## config.mk

```make
export PLATFORM = sky130hd
export DESIGN_NAME = serial_speed_command_decoder_unit
export DESIGN_NICKNAME = d
export VERILOG_FILES = /design/src/sv/scsd_pkg.sv /design/src/sv/serial_speed_command_decoder_unit.sv /design/src/sv/scsd_parser.sv /design/src/sv/scsd_out_reg.sv
export SDC_FILE = /design/constraint.sdc
export NUM_CORES = 1
export LEC_CHECK = 0
export ABC_CLOCK_PERIOD_IN_PS = 13100
export BUFFER_PORTS_ARGS = -buffer_cell sky130_fd_sc_hd__buf_4
export CORE_UTILIZATION = 45
export DETAILED_ROUTE_END_ITERATION = 10
export HOLD_SLACK_MARGIN = 0.1
export SETUP_SLACK_MARGIN = 0.02
export SKIP_CTS_REPAIR_TIMING = 1
export SLEW_MARGIN = 20
export SYNTH_ARGS = -nofsm -noshare
export SYNTH_HDL_FRONTEND = slang
export SYNTH_SLANG_ARGS = --single-unit
```

## constraint.sdc

```tcl
create_clock -name aclk -period 13.1 [get_ports aclk]
set_input_delay 2.62 -clock aclk [delete_from_list [all_inputs] [get_ports aclk]]
set_output_delay 2.62 -clock aclk [all_outputs]
set_load 0.05 [all_outputs]
```

## src/sv/scsd_pkg.sv

```systemverilog
`default_nettype none
// ----------------------------------------------------------------------------
// scsd_pkg
// Shared types and constants of the serial speed command decoder.
// ----------------------------------------------------------------------------
package scsd_pkg;

    localparam int LINE_CHARS = 32;

    localparam int BYTE_W  = 8;
    localparam int VALUE_W = 16;
    localparam int DUTY_W  = 8;
    localparam int MAG_W   = 16;
    localparam int ACC_W   = MAG_W + 3;
    localparam int COUNT_W = 8;

    localparam logic [COUNT_W-1:0] LINE_LIMIT       = COUNT_W'(LINE_CHARS - 1);
    localparam logic [BYTE_W-1:0]  END_MARKER_RESET = 8'd10;

    localparam logic [BYTE_W-1:0] CHAR_SPACE = 8'd32;
    localparam logic [BYTE_W-1:0] CHAR_TAB   = 8'd9;
    localparam logic [BYTE_W-1:0] CHAR_CR    = 8'd13;
    localparam logic [BYTE_W-1:0] CHAR_PLUS  = 8'd43;
    localparam logic [BYTE_W-1:0] CHAR_MINUS = 8'd45;
    localparam logic [BYTE_W-1:0] CHAR_ZERO  = 8'd48;
    localparam logic [BYTE_W-1:0] CHAR_NINE  = 8'd57;

    localparam logic [MAG_W-1:0] MAG_CAP  = 16'd32768;
    localparam logic [MAG_W-1:0] POS_MAX  = 16'd32767;
    localparam logic [MAG_W-1:0] DUTY_MAX = 16'd255;

    localparam int TDATA_W = 32;

    typedef struct packed {
        logic                saturated;
        logic [DUTY_W-1:0]   duty;
        logic                reverse;
        logic [VALUE_W-1:0]  command_value;
    } result_t;

    typedef struct packed {
        logic fire_end;
    } parse_status_t;

endpackage
`default_nettype wire

```

## src/sv/serial_speed_command_decoder_unit.sv

```systemverilog
`default_nettype none
// ----------------------------------------------------------------------------
// serial_speed_command_decoder_unit
// Parses lines of ASCII bytes as signed decimal speed commands.
// ----------------------------------------------------------------------------
//  channel | dir | word
//  s_      | in  | one received byte
//  m_      | out | value, direction, duty, clamp flag; one word per line
//  cfg_    | in  | end marker byte
//
//  One byte per cycle unless an end marker waits on the m_ side; each byte is held in the input register.
//  The result appears at the output register in the cycle after its end marker is parsed.
//  Reset clears the parse state, direction forward, end marker 10.
//  A stalled m_ side holds an end marker in the input register and the bytes behind it; other bytes keep flowing.
// ----------------------------------------------------------------------------
module serial_speed_command_decoder_unit (
    input  wire logic        aclk,
    input  wire logic        aresetn,
    input  wire logic        s_tvalid,
    output logic             s_tready,
    input  wire logic [7:0]  s_tdata,   // [7:0] rx_byte
    output logic             m_tvalid,
    input  wire logic        m_tready,
    output logic [31:0]      m_tdata,   // [15:0] command_value, [16] reverse,
                                        // [24:17] duty, [25] saturated
    input  wire logic        cfg_valid,
    output logic             cfg_ready,
    input  wire logic [7:0]  cfg_wdata  // end_marker
);
    import scsd_pkg::*;

    logic [BYTE_W-1:0] end_marker_reg;
    logic              slot_free;
    result_t           result;
    result_t           out_word;
    parse_status_t     status;

    assign cfg_ready = 1'b1;

    always_ff @(posedge aclk) begin
        if (!aresetn) begin
            end_marker_reg <= END_MARKER_RESET;
        end else if (cfg_valid) begin
            end_marker_reg <= cfg_wdata;
        end
    end

    scsd_parser u_parser (
        .aclk       (aclk),
        .aresetn    (aresetn),
        .in_valid   (s_tvalid),
        .in_ready   (s_tready),
        .in_byte    (s_tdata),
        .end_marker (end_marker_reg),
        .slot_free  (slot_free),
        .result     (result),
        .status     (status)
    );

    scsd_out_reg u_out_reg (
        .aclk      (aclk),
        .aresetn   (aresetn),
        .status    (status),
        .result    (result),
        .slot_free (slot_free),
        .out_valid (m_tvalid),
        .out_ready (m_tready),
        .out_word  (out_word)
    );

    assign m_tdata = {(TDATA_W - $bits(result_t))'(0), out_word};

`ifndef SYNTHESIS
    a_valid_from_end_marker: assert property (@(posedge aclk) disable iff (!aresetn)
        (m_tvalid && !$past(m_tvalid)) |-> $past(status.fire_end))
        else $error("result word without end marker");

    a_duty_clamp_flagged: assert property (@(posedge aclk) disable iff (!aresetn)
        (m_tvalid && m_tdata[24:17] == 8'hFF && m_tdata[15:0] != 16'd255
         && m_tdata[15:0] != 16'hFF01) |-> m_tdata[25])
        else $error("duty clamp without saturated flag");

    a_negative_reverse: assert property (@(posedge aclk) disable iff (!aresetn)
        (m_tvalid && m_tdata[15]) |-> m_tdata[16])
        else $error("negative value without reverse");
`endif

endmodule
`default_nettype wire

```

## src/sv/scsd_parser.sv

```systemverilog
`default_nettype none
// ----------------------------------------------------------------------------
// scsd_parser
// Input byte register and per-line decimal parse state; builds the line result.
// ----------------------------------------------------------------------------
module scsd_parser (
    input  wire logic                     aclk,
    input  wire logic                     aresetn,
    input  wire logic                     in_valid,
    output logic                          in_ready,
    input  wire logic [scsd_pkg::BYTE_W-1:0] in_byte,
    input  wire logic [scsd_pkg::BYTE_W-1:0] end_marker,
    input  wire logic                     slot_free,
    output scsd_pkg::result_t             result,
    output scsd_pkg::parse_status_t       status
);
    import scsd_pkg::*;

    typedef enum logic [1:0] {
        PH_LEAD,
        PH_SIGN,
        PH_DIGITS,
        PH_DONE
    } phase_t;

    logic               byte_valid_reg;
    logic [BYTE_W-1:0]  byte_reg;
    phase_t             phase_reg, phase_next;
    logic               negative_reg, negative_next;
    logic [MAG_W-1:0]   mag_reg, mag_next;
    logic [COUNT_W-1:0] count_reg, count_next;
    logic               direction_reg, direction_next;
    logic               clamp_reg, clamp_next;

    logic               is_end, fire, is_digit, is_blank, is_sign;
    logic [ACC_W-1:0]   acc;
    logic [MAG_W-1:0]   mag_out;
    logic               sat;

    assign is_end   = (byte_reg == end_marker);
    assign fire     = byte_valid_reg && (!is_end || slot_free);
    assign in_ready = !byte_valid_reg || fire;

    assign is_digit = (byte_reg >= CHAR_ZERO) && (byte_reg <= CHAR_NINE);
    assign is_blank = (byte_reg == CHAR_SPACE) || ((byte_reg >= CHAR_TAB) && (byte_reg <= CHAR_CR));
    assign is_sign  = (byte_reg == CHAR_PLUS) || (byte_reg == CHAR_MINUS);
    assign acc      = ({3'b000, mag_reg} << 3) + ({3'b000, mag_reg} << 1)
                    + ACC_W'(byte_reg - CHAR_ZERO);

    always_comb begin
        mag_out = mag_reg;
        sat     = 1'b0;
        if (negative_reg) begin
            sat = clamp_reg;
        end else if (mag_reg > POS_MAX) begin
            mag_out = POS_MAX;
            sat     = 1'b1;
        end
        result.reverse = (mag_out != '0) ? negative_reg : direction_reg;
        if (mag_out > DUTY_MAX) begin
            result.duty = '1;
            sat         = 1'b1;
        end else begin
            result.duty = mag_out[DUTY_W-1:0];
        end
        result.saturated     = sat;
        result.command_value = negative_reg ? (VALUE_W'(0) - mag_out) : mag_out;
    end

    always_comb begin
        phase_next     = phase_reg;
        negative_next  = negative_reg;
        mag_next       = mag_reg;
        count_next     = count_reg;
        direction_next = direction_reg;
        clamp_next     = clamp_reg;
        if (fire) begin
            if (is_end) begin
                direction_next = result.reverse;
                phase_next     = PH_LEAD;
                negative_next  = 1'b0;
                mag_next       = '0;
                count_next     = '0;
                clamp_next     = 1'b0;
            end else if (count_reg < LINE_LIMIT) begin
                count_next = count_reg + COUNT_W'(1);
                if (phase_reg != PH_DONE) begin
                    if (phase_reg == PH_LEAD && is_blank) begin
                        phase_next = phase_reg;
                    end else if (phase_reg == PH_LEAD && is_sign) begin
                        negative_next = (byte_reg == CHAR_MINUS);
                        phase_next    = PH_SIGN;
                    end else if (!is_digit) begin
                        phase_next = PH_DONE;
                    end else begin
                        phase_next = PH_DIGITS;
                        if (acc > ACC_W'(MAG_CAP)) begin
                            mag_next   = MAG_CAP;
                            clamp_next = 1'b1;
                        end else begin
                            mag_next = acc[MAG_W-1:0];
                        end
                    end
                end
            end
        end
    end

    always_ff @(posedge aclk) begin
        if (!aresetn) begin
            byte_valid_reg <= 1'b0;
            phase_reg      <= PH_LEAD;
            negative_reg   <= 1'b0;
            mag_reg        <= '0;
            count_reg      <= '0;
            direction_reg  <= 1'b0;
            clamp_reg      <= 1'b0;
        end else begin
            if (in_ready) begin
                byte_valid_reg <= in_valid;
            end
            phase_reg     <= phase_next;
            negative_reg  <= negative_next;
            mag_reg       <= mag_next;
            count_reg     <= count_next;
            direction_reg <= direction_next;
            clamp_reg     <= clamp_next;
        end
    end

    always_ff @(posedge aclk) begin
        if (in_ready && in_valid) begin
            byte_reg <= in_byte;
        end
    end

    assign status.fire_end = fire && is_end;

endmodule
`default_nettype wire

```

## src/sv/scsd_out_reg.sv

```systemverilog
`default_nettype none
// ----------------------------------------------------------------------------
// scsd_out_reg
// Result word register toward the master side.
// ----------------------------------------------------------------------------
module scsd_out_reg (
    input  wire logic                    aclk,
    input  wire logic                    aresetn,
    input  wire scsd_pkg::parse_status_t status,
    input  wire scsd_pkg::result_t       result,
    output logic                         slot_free,
    output logic                         out_valid,
    input  wire logic                    out_ready,
    output scsd_pkg::result_t            out_word
);
    import scsd_pkg::*;

    logic    valid_reg;
    result_t word_reg;

    assign slot_free = !valid_reg || out_ready;
    assign out_valid = valid_reg;
    assign out_word  = word_reg;

    always_ff @(posedge aclk) begin
        if (!aresetn) begin
            valid_reg <= 1'b0;
        end else if (status.fire_end) begin
            valid_reg <= 1'b1;
        end else if (out_ready) begin
            valid_reg <= 1'b0;
        end
    end

    always_ff @(posedge aclk) begin
        if (status.fire_end) begin
            word_reg <= result;
        end
    end

endmodule
`default_nettype wire
```

==> impl_metrics.json, run 1 <==
{
  "outcome": "finished clean",
  "syn_to_final_growth_pct": 13.8,
  "std_cell_rows": 36,
  "slew_viol_final": 0,
  "skew_ps": 10.0,
  "cellPowerDensity_mw_per_mm2": 98.5,
  "maxCapViolCount": 0,
  "io_pins": 56,
  "ys_types": 59,
  "yosys_warnings": 0,
  "layout.cells.non_filler": 644,
  "async_flop_share_pct": 0,
  "synth_seq_cells": 73,
  "required_ps": 10480,
  "yosysMostFrequentCell": "dfxtp_1",
  "synth-edff-count": 34,
  "max_slew_margin_pct": 30.3,
  "htree_levels": 3,
  "io_buffers": 48,
  "hold_class": "reg -> reg",
  "globalplace.congestion": 0.867,
  "critPathKind": "in -> out",
  "synth-seq-area-share_pct": 39.2,
  "cts_root_buf": "clkbuf_8",
  "grt_max_degree": 28,
  "ant_nets": 0,
  "min_period_over_period_pct": 45.3,
  "grt_pass1_vias": 2985,
  "clock_latency_ps": 350,
  "drc_errors": 0,
  "design_area_mm2": 0.00524,
  "die_h_um": 103,
  "cts_tree": "yes",
  "wl_um": 8930,
  "first_iter_violations": 95,
  "synth_top_area_share_pct": 22.2,
  "nets": 568,
  "largest_register_ffs": 26,
  "cp-start-kind": "primary input",
  "wl_per_cell_um": 13.9,
  "multi_input_area_mm2": 0.00260,
  "fin_hold_ws_ps": 483,
  "endpoint_kind": "output port",
  "placed_area_mm2": 0.00504,
  "postSynthAreaPerCell_um2": 9.91,
  "period_needed_ps": 5940,
  "worstPathArrival_ps": 3320,
  "start_util_pct": 46.8,
  "clk_pin_slew_worst_paths_ps": 70,
  "post-synth-top-area-cell": "edfxtp_1",
  "drt_first_pass_iters": 5,
  "grtUsageTotal_pct": 18.3,
  "clock-sinks": 73,
  "antenna_found_initial": 0,
  "synth_area_leaders": "edfxtp_1 (22%), dfxtp_1 (17%), ha_1 (7.1%), fa_1 (6.5%), xnor2_1 (5.1%)",
  "leakage_nw": 2.25,
  "worstMarginPinSlew_ps": 1040,
  "synth_ff_type": "dfxtp_1",
  "setup_viol": 0,
  "n_antenna_cell": 0,
  "coreArea_mm2": 0.00982,
  "seqCellArea_mm2": 0.00180,
  "dieArea_mm2": 0.0106,
  "setup_tns_ps": 0,
  "viasPerCell": 5.22,
  "hpwl_um": 7010,
  "synthCells": 464,
  "ir_drop_uv": 52.2,
  "placedCellCount": 628,
  "timing.fmax_mhz": 168,
  "grt_pass1_wl_um": 14600,
  "die_w_um": 103,
  "finalHoldViolCount": 0,
  "drive_gt1_share_pct": 15.5,
  "num_vias": 3362,
  "synth.cells.most_frequent": "dfxtp_1 (39), edfxtp_1 (34), nor2_1 (34)",
  "clock_path_buffers": 2,
  "fin_total_pwr_uw": 515,
  "cts-buffers-inserted": 9,
  "rsz0062_at_grt": "false",
  "overflow": 0,
  "netlist_area_mm2": 0.00460,
  "crit_fanout": 3,
  "nFillCells": 928
}
==> through the flow <==
step	worst slack [ps]	utilization, %
2_1_floorplan	7310	-
3_3_place_gp	7180	51.4
3_5_place_dp	7170	51.4
4_1_cts	7170	53.3
5_1_grt	7110	53.3
6_report	7160	53.3
==> cell families (layout without fill, tap and decap cells) <==
logic type	Yosys count	count (layout)	share of synthesized area, %
AO/OA/AOI/OAI	103	103	15.6
XOR/XNOR	40	40	7.62
adder cells (fa/ha/maj)	41	41	13.6
buffers and inverters	52	94	4.92
flip-flops	73	73	39.2
multiplexers	13	13	2.88
other	2	7	0.163
AND/OR/NAND/NOR	140	140	16.0
==> report_power, final <==
group	total, mW	switching, mW	internal (mW)
combinational	0.0855	0.0495	0.0359
clock	0.167	0.0777	0.0889
sequential	0.263	0.0149	0.248
==> cells in the final DEF (no fill, tap or decap), types with 11 or more instances in the layout <==
cell type  instances
a21oi_1           30
fa_1              15
ha_1              26
clkbuf_8          13
nor2b_1           14
xnor2_1           27
nand2_1           33
xor2_1            13
inv_1             28
nor2_1            33
o21ai_0           14
mux2i_1           11
buf_4             49
dfxtp_1           39
edfxtp_1          34
==> per-layer routing <==
| layer | up-vias | global-route usage, % | share of wire, % |
|---|---|---|---|
| met2 | 69 | 27.4 | 43 |
| li1 | 1732 | - | - |
| met4 | 0 | 6.18 | 1.3 |
| met5 | - | 0 | 0 |
| met3 | 9 | 4.27 | 3.7 |
| met1 | 1552 | 25.9 | 52 |
==> area by class of cell <==
type                    instances  area share (%)
clock buffers                  14            3.49
clock inverters                 2           0.191
inverters                      29            2.08
multi-input cells             344            49.6
flip-flops and latches         73            34.4
well taps                     133            3.18
repair buffers                 49            7.03
==> final timing paths <==
path	from	to	slack [ps]	cells after the start
worst max-delay path	m_tready	s_tready	7160	5
worst min-delay path	u_parser.count_reg[7]$_SDFFE_PN0P_	u_parser.count_reg[7]$_SDFFE_PN0P_	480	2
worst min register to register	u_parser.count_reg[7]$_SDFFE_PN0P_	u_parser.count_reg[7]$_SDFFE_PN0P_	480	2
worst max register to register	u_parser.byte_reg[4]$_DFFE_PP_	u_parser.mag_reg[14]$_SDFFE_PN0P_	8190	12
==> worst max-delay path, cell delays in order <==
cell and delay [ps]:
buf_4 110, nand2b_1 160, nor2_1 180, inv_1 60
buf_4 190
Note: power is estimated with default switching activity, not from simulation.
==> run 2: changes to the inputs <==
ABC_AREA = 1   (was default)
ABC_CLOCK_PERIOD_IN_PS = 6000   (was 13100)
clock period = 6 ns   (was 13.1 ns; I/O delays follow)
==> impl_metrics.json, run 2 <==
{
  "drt_first_pass_iters": 7,
  "ant_nets": 0,
  "routed-wl-met3_um": 367,
  "placed_area_mm2": 0.00541,
  "worstPathArrival_ps": 4200,
  "antenna_found_initial": 0,
  "clock-sinks": 73,
  "outcome": "finished, violations left",
  "post-synth-top-area-cell": "edfxtp_1",
  "syn_to_final_growth_pct": 12.8,
  "seqCellArea_mm2": 0.00180,
  "synthCells": 664,
  "crit_top_cell": "nand2_1",
  "start_util_pct": 46.1,
  "mostFrequentLayoutCell": "nand2_1",
  "synth-edff-count": 34,
  "finalHoldViolCount": 0,
  "rsz0062_at_grt": "false",
  "p_clk_share_pct": 36.2,
  "io_buffers": 48,
  "cellPowerDensity_mw_per_mm2": 194,
  "wl_met1_um": 5660,
  "cts_root_buf": "clkbuf_8",
  "critPathMaxStageDelay_ps": 580,
  "dieArea_mm2": 0.0115,
  "grt_pass1_wl_um": 18500,
  "synth.cells.most_frequent": "nand2_1 (184), inv_1 (87), nor2_1 (72)",
  "largest_register_ffs": 26,
  "setup_viol": 0,
  "skew_ps": 18.0,
  "htree_levels": 3,
  "ys_types": 36,
  "synth_seq_cells": 73,
  "leakage_nw": 2.85,
  "netlist_area_mm2": 0.00499,
  "ir_drop_uv": 108,
  "timing.fmax_mhz": 254,
  "hpwl_um": 8890,
  "die_h_um": 107,
  "internal-power_uw": 797,
  "grt_pass1_vias": 3869,
  "clk_pin_slew_worst_paths_ps": 90,
  "setup_tns_ps": 0,
  "multi_input_area_mm2": 0.00272,
  "seqPwrFrac_pct": 49.6,
  "endpoint_kind": "register",
  "postSynthAreaPerCell_um2": 7.52,
  "drive_gt1_share_pct": 11.9,
  "cp-start-kind": "register",
  "routed-wl-met2_um": 4810,
  "nets": 772,
  "drc_errors": 2,
  "wl_um": 10900,
  "synth_ff_type": "dfxtp_1",
  "num_vias": 4170,
  "globalplace.congestion": 0.874,
  "grt_max_degree": 30,
  "maxCapViolCount": 0,
  "worstMarginPinSlew_ps": 983,
  "required_ps": 6260,
  "async_flop_share_pct": 0,
  "clock_latency_ps": 350,
  "clock_path_buffers": 2,
  "yosys_warnings": 0,
  "nFillCells": 1060,
  "std_cell_rows": 38,
  "wl_per_cell_um": 12.7,
  "synth_top_area_share_pct": 20.5,
  "yosysMostFrequentCell": "nand2_1",
  "coreArea_mm2": 0.0108,
  "switching_power_uw": 298,
  "die_w_um": 107,
  "period_needed_ps": 3930,
  "critPathKind": "reg -> reg",
  "worst-path-buf-inv": 0,
  "n_antenna_cell": 0,
  "slew_viol_final": 0,
  "p_sw_share_pct": 27.2,
  "hold_class": "reg -> reg",
  "first_iter_violations": 201,
  "crit_fanout": 17,
  "max_slew_margin_pct": 34.4,
  "layout_common_cells": "nand2_1 (184), inv_1 (87), nor2_1 (72)",
  "cp_top_family": "simple AND/OR/NAND/NOR gates",
  "violations": "DRC",
  "synth_area_leaders": "edfxtp_1 (20%), dfxtp_1 (16%), nand2_1 (14%), inv_1 (6.5%), ha_1 (6.5%)",
  "io_pins": 56,
  "combPwrFrac_pct": 14.1,
  "synth-seq-area-share_pct": 36.1,
  "min_period_over_period_pct": 65.6,
  "highest_layer": "met4",
  "overflow": 0,
  "cts_tree": "yes",
  "grtUsageTotal_pct": 20.5,
  "slowest_stage": "nor2_2",
  "viasPerCell": 4.88,
  "design_area_mm2": 0.00563,
  "cts-buffers-inserted": 9,
  "crit_chain": "ha_1 > nor2_2 > fa_1 > ha_1 > nand2_1 > nor2_1 > nand3_1 > nand2_1 > nand3_1 > nand2_1 > nand2_1 > nand2_1 > nand2_1 > nor2_4 > nand4_1 > a21oi_1"
}
[run 2: metrics by stage]
step           cells  power [mW]  hold slack [ps]  setup slack (ps)  util, %
2_1_floorplan    669       0.674              419              2670        -
3_3_place_gp     839       0.708              432              2110     49.9
3_5_place_dp     839       0.709              432              2080     49.9
4_1_cts          855        1.10              447              2040     52.0
5_1_grt          855        1.14              471              1660     52.0
6_report         855        1.10              445              2070     52.0
[run 2: cells by family after synthesis]
logic type,after synthesis,synth area share [%]
simple gates,347,30.4
buf+inv,114,9.87
flops,73,36.1
compound gates,61,6.39
fa+ha+maj,41,12.5
xor+xnor,26,4.56
other cells,2,0.150
[run 2: tightest hold or removal path, stage by stage, from the launching register on]
cell and delay (ps):
dfxtp_1 320, nand2_1 60, nor2_1 30
[run 2: final timing paths]
kind,startpoint,end,slack (ps),cells after the start
setup / recovery,u_parser.byte_reg[4]$_DFFE_PP_,u_parser.mag_reg[14]$_SDFFE_PN0P_,2070,16
hold / removal,u_parser.count_reg[7]$_SDFFE_PN0P_,u_parser.count_reg[7]$_SDFFE_PN0P_,440,2
setup reg to reg,u_parser.byte_reg[4]$_DFFE_PP_,u_parser.mag_reg[14]$_SDFFE_PN0P_,2070,16
hold reg to reg,u_parser.count_reg[7]$_SDFFE_PN0P_,u_parser.count_reg[7]$_SDFFE_PN0P_,440,2
[run 2: area by class of cell]
| class | instances | share of cell area, % |
|---|---|---|
| clock buffers | 12 | 3.33 |
| multi-input cells | 482 | 48.2 |
| clock inverters | 4 | 0.533 |
| repair buffers | 48 | 6.40 |
| flip-flops and latches | 73 | 32.0 |
| well taps | 140 | 3.11 |
| inverters | 96 | 6.40 |
[run 2: power groups by stage]
| stage | Sequential [mW] | Clock (mW) | Combinational [mW] |
|---|---|---|---|
| 3_3_place_gp | 0.554 | 0 | 0.153 |
| 4_1_cts | 0.543 | 0.406 | 0.155 |
| 6_report | 0.544 | 0.397 | 0.155 |
| 2_1_floorplan | 0.551 | 0 | 0.123 |
| 3_5_place_dp | 0.555 | 0 | 0.154 |
| 5_1_grt | 0.545 | 0.423 | 0.177 |
[run 2: routing by layer]
layer / GRT usage (%) / vias to the layer above
met5: 0 / -
met4: 5.58 / 0
met3: 3.27 / 6
met2: 30.9 / 74
met1: 30.4 / 1883
li1: - / 2207
==> run 3: changes to the inputs <==
ABC_CLOCK_PERIOD_IN_PS = 3450   (was 6000)
PLACE_DENSITY = 0.66   (was default)
clock period = 3.45 ns   (was 6 ns; I/O delays follow)
==> impl_metrics.json, run 3 (synthesized netlist as in run 2, its figures left out) <==
{
  "cts-buffers-inserted": 9,
  "finalHoldViolCount": 0,
  "cts_root_buf": "clkbuf_8",
  "crit_fanout": 17,
  "leakage_nw": 2.94,
  "first_iter_violations": 231,
  "skew_ps": 14.1,
  "max_slew_margin_pct": 30.8,
  "clk_pin_slew_worst_paths_ps": 80,
  "period_needed_ps": 3290,
  "min_period_over_period_pct": 95.3,
  "wl_per_cell_um": 12.8,
  "grt_max_degree": 29,
  "cp-start-kind": "register",
  "largest_register_ffs": 26,
  "slew_viol_final": 0,
  "maxCapViolCount": 0,
  "clock-sinks": 73,
  "clock_latency_ps": 360,
  "nFillCells": 1008,
  "viasPerCell": 5.05,
  "n_antenna_cell": 0,
  "grt_pass1_wl_um": 17800,
  "multi_input_area_mm2": 0.00299,
  "globalplace.congestion": 0.911,
  "ff2ff_path_depth": 18,
  "io_buffers": 48,
  "clock_path_buffers": 2,
  "cellPowerDensity_mw_per_mm2": 324,
  "drive_gt1_share_pct": 19.4,
  "grtUsageTotal_pct": 19.7,
  "grt_pass1_vias": 3927,
  "syn_to_final_growth_pct": 21.6,
  "critPathKind": "reg -> reg",
  "die_h_um": 107,
  "wl_um": 11200,
  "overflow": 0,
  "coreArea_mm2": 0.0108,
  "die_w_um": 107,
  "endpoint_kind": "register",
  "fin_hold_ws_ps": 447,
  "drc_errors": 0,
  "holdPathStages": 2,
  "start_util_pct": 46.1,
  "setup_ws_ps": 162,
  "mostFrequentLayoutCell": "nand2_1",
  "dieArea_mm2": 0.0115,
  "ir_drop_uv": 203,
  "htree_levels": 3,
  "hpwl_um": 8640,
  "worstPathArrival_ps": 3560,
  "hold_class": "reg -> reg",
  "antenna_found_initial": 0,
  "nets": 790,
  "cts_tree": "yes",
  "layout_common_cells": "nand2_1 (173), inv_1 (86), nor2_1 (67)",
  "drt_first_pass_iters": 7,
  "outcome": "finished clean",
  "required_ps": 3720,
  "setup_tns_ps": 0,
  "num_vias": 4412,
  "post-place-ws_ps": 67.5,
  "setup_viol": 0,
  "worstMarginPinSlew_ps": 1030,
  "io_pins": 56,
  "timing.fmax_mhz": 304,
  "std_cell_rows": 38,
  "seqCellArea_mm2": 0.00180,
  "ant_nets": 0
}
[run 3: cell types whose count changed in the layout (fill, tap and decap cells not counted), moves of 3 or more]
cell | previous run | this run
buf_4 | 48 | 61
ha_1 | 26 | 14
nor2_1 | 72 | 67
nand3_1 | 41 | 38
nor2_4 | 2 | 6
buf_12 | 0 | 3
ha_4 | 0 | 10
a21oi_1 | 35 | 29
nand3_2 | 1 | 4
nand2_1 | 184 | 173
nand2_4 | 0 | 3
nand2_2 | 3 | 12
a21oi_2 | 0 | 5
[run 3: cell type report]
| cell class | instances | area share, % |
|---|---|---|
| multi-input combinational | 483 | 49.2 |
| sequential | 73 | 29.7 |
| timing repair buffer | 65 | 8.94 |
| inverter | 96 | 5.94 |
| tap | 140 | 2.89 |
| clock buffer | 12 | 2.56 |
| clock inverter | 4 | 0.824 |
[run 3: worst paths after layout]
path,start,endpoint,slack [ps]
hold / removal,u_parser.count_reg[7]$_SDFFE_PN0P_,u_parser.count_reg[7]$_SDFFE_PN0P_,450
setup reg to reg,u_parser.byte_reg[7]$_DFFE_PP_,u_parser.mag_reg[13]$_SDFFE_PN0P_,160
hold reg to reg,u_parser.count_reg[7]$_SDFFE_PN0P_,u_parser.count_reg[7]$_SDFFE_PN0P_,450
setup / recovery,u_parser.byte_reg[7]$_DFFE_PP_,u_parser.mag_reg[13]$_SDFFE_PN0P_,160
[run 3: per-layer routing]
| layer | share of wire (%) | global-route usage [%] | vias up |
|---|---|---|---|
| met4 | 2.2 | 8.22 | 0 |
| li1 | - | - | 2245 |
| met1 | 46 | 26.5 | 2032 |
| met2 | 46 | 30.9 | 114 |
| met5 | 0 | 0 | - |
| met3 | 5.1 | 3.81 | 21 |
[run 3: critical path: stages, from the launching register on]
cell	delay (ps)
edfxtp_1	470
nor2_2	190
inv_2	80
nor2_4	180
clkbuf_16	180
buf_12	100
fa_1	440
ha_4	310
inv_1	70
nor3_2	220
nand3_1	150
nand2_1	80
nand2_1	50
nand2_1	60
nand2_2	70
nor2_4	130
buf_12	150
nand4_1	90
a21oi_1	160
[run 3: power breakdown]
group / internal [mW] / leakage, nW / switching, mW / total [mW]
clock network: 0.374 / 0.107 / 0.310 / 0.684
registers: 0.922 / 0.645 / 0.0204 / 0.942
logic: 0.139 / 2.19 / 0.204 / 0.343
total: 1.44 / 2.94 / 0.535 / 1.97
[run 3: per-stage QoR]
step | cell area [µm²] | util, % | power [mW] | cells
after floorplan | 5010 | - | 1.17 | 669
final | 6070 | 56.0 | 1.97 | 873
after global routing | 6070 | 56.0 | 2.05 | 873
after CTS | 5680 | 52.4 | 1.91 | 862
after global placement | 5480 | 50.5 | 1.23 | 846
after detailed placement | 5480 | 50.5 | 1.24 | 846
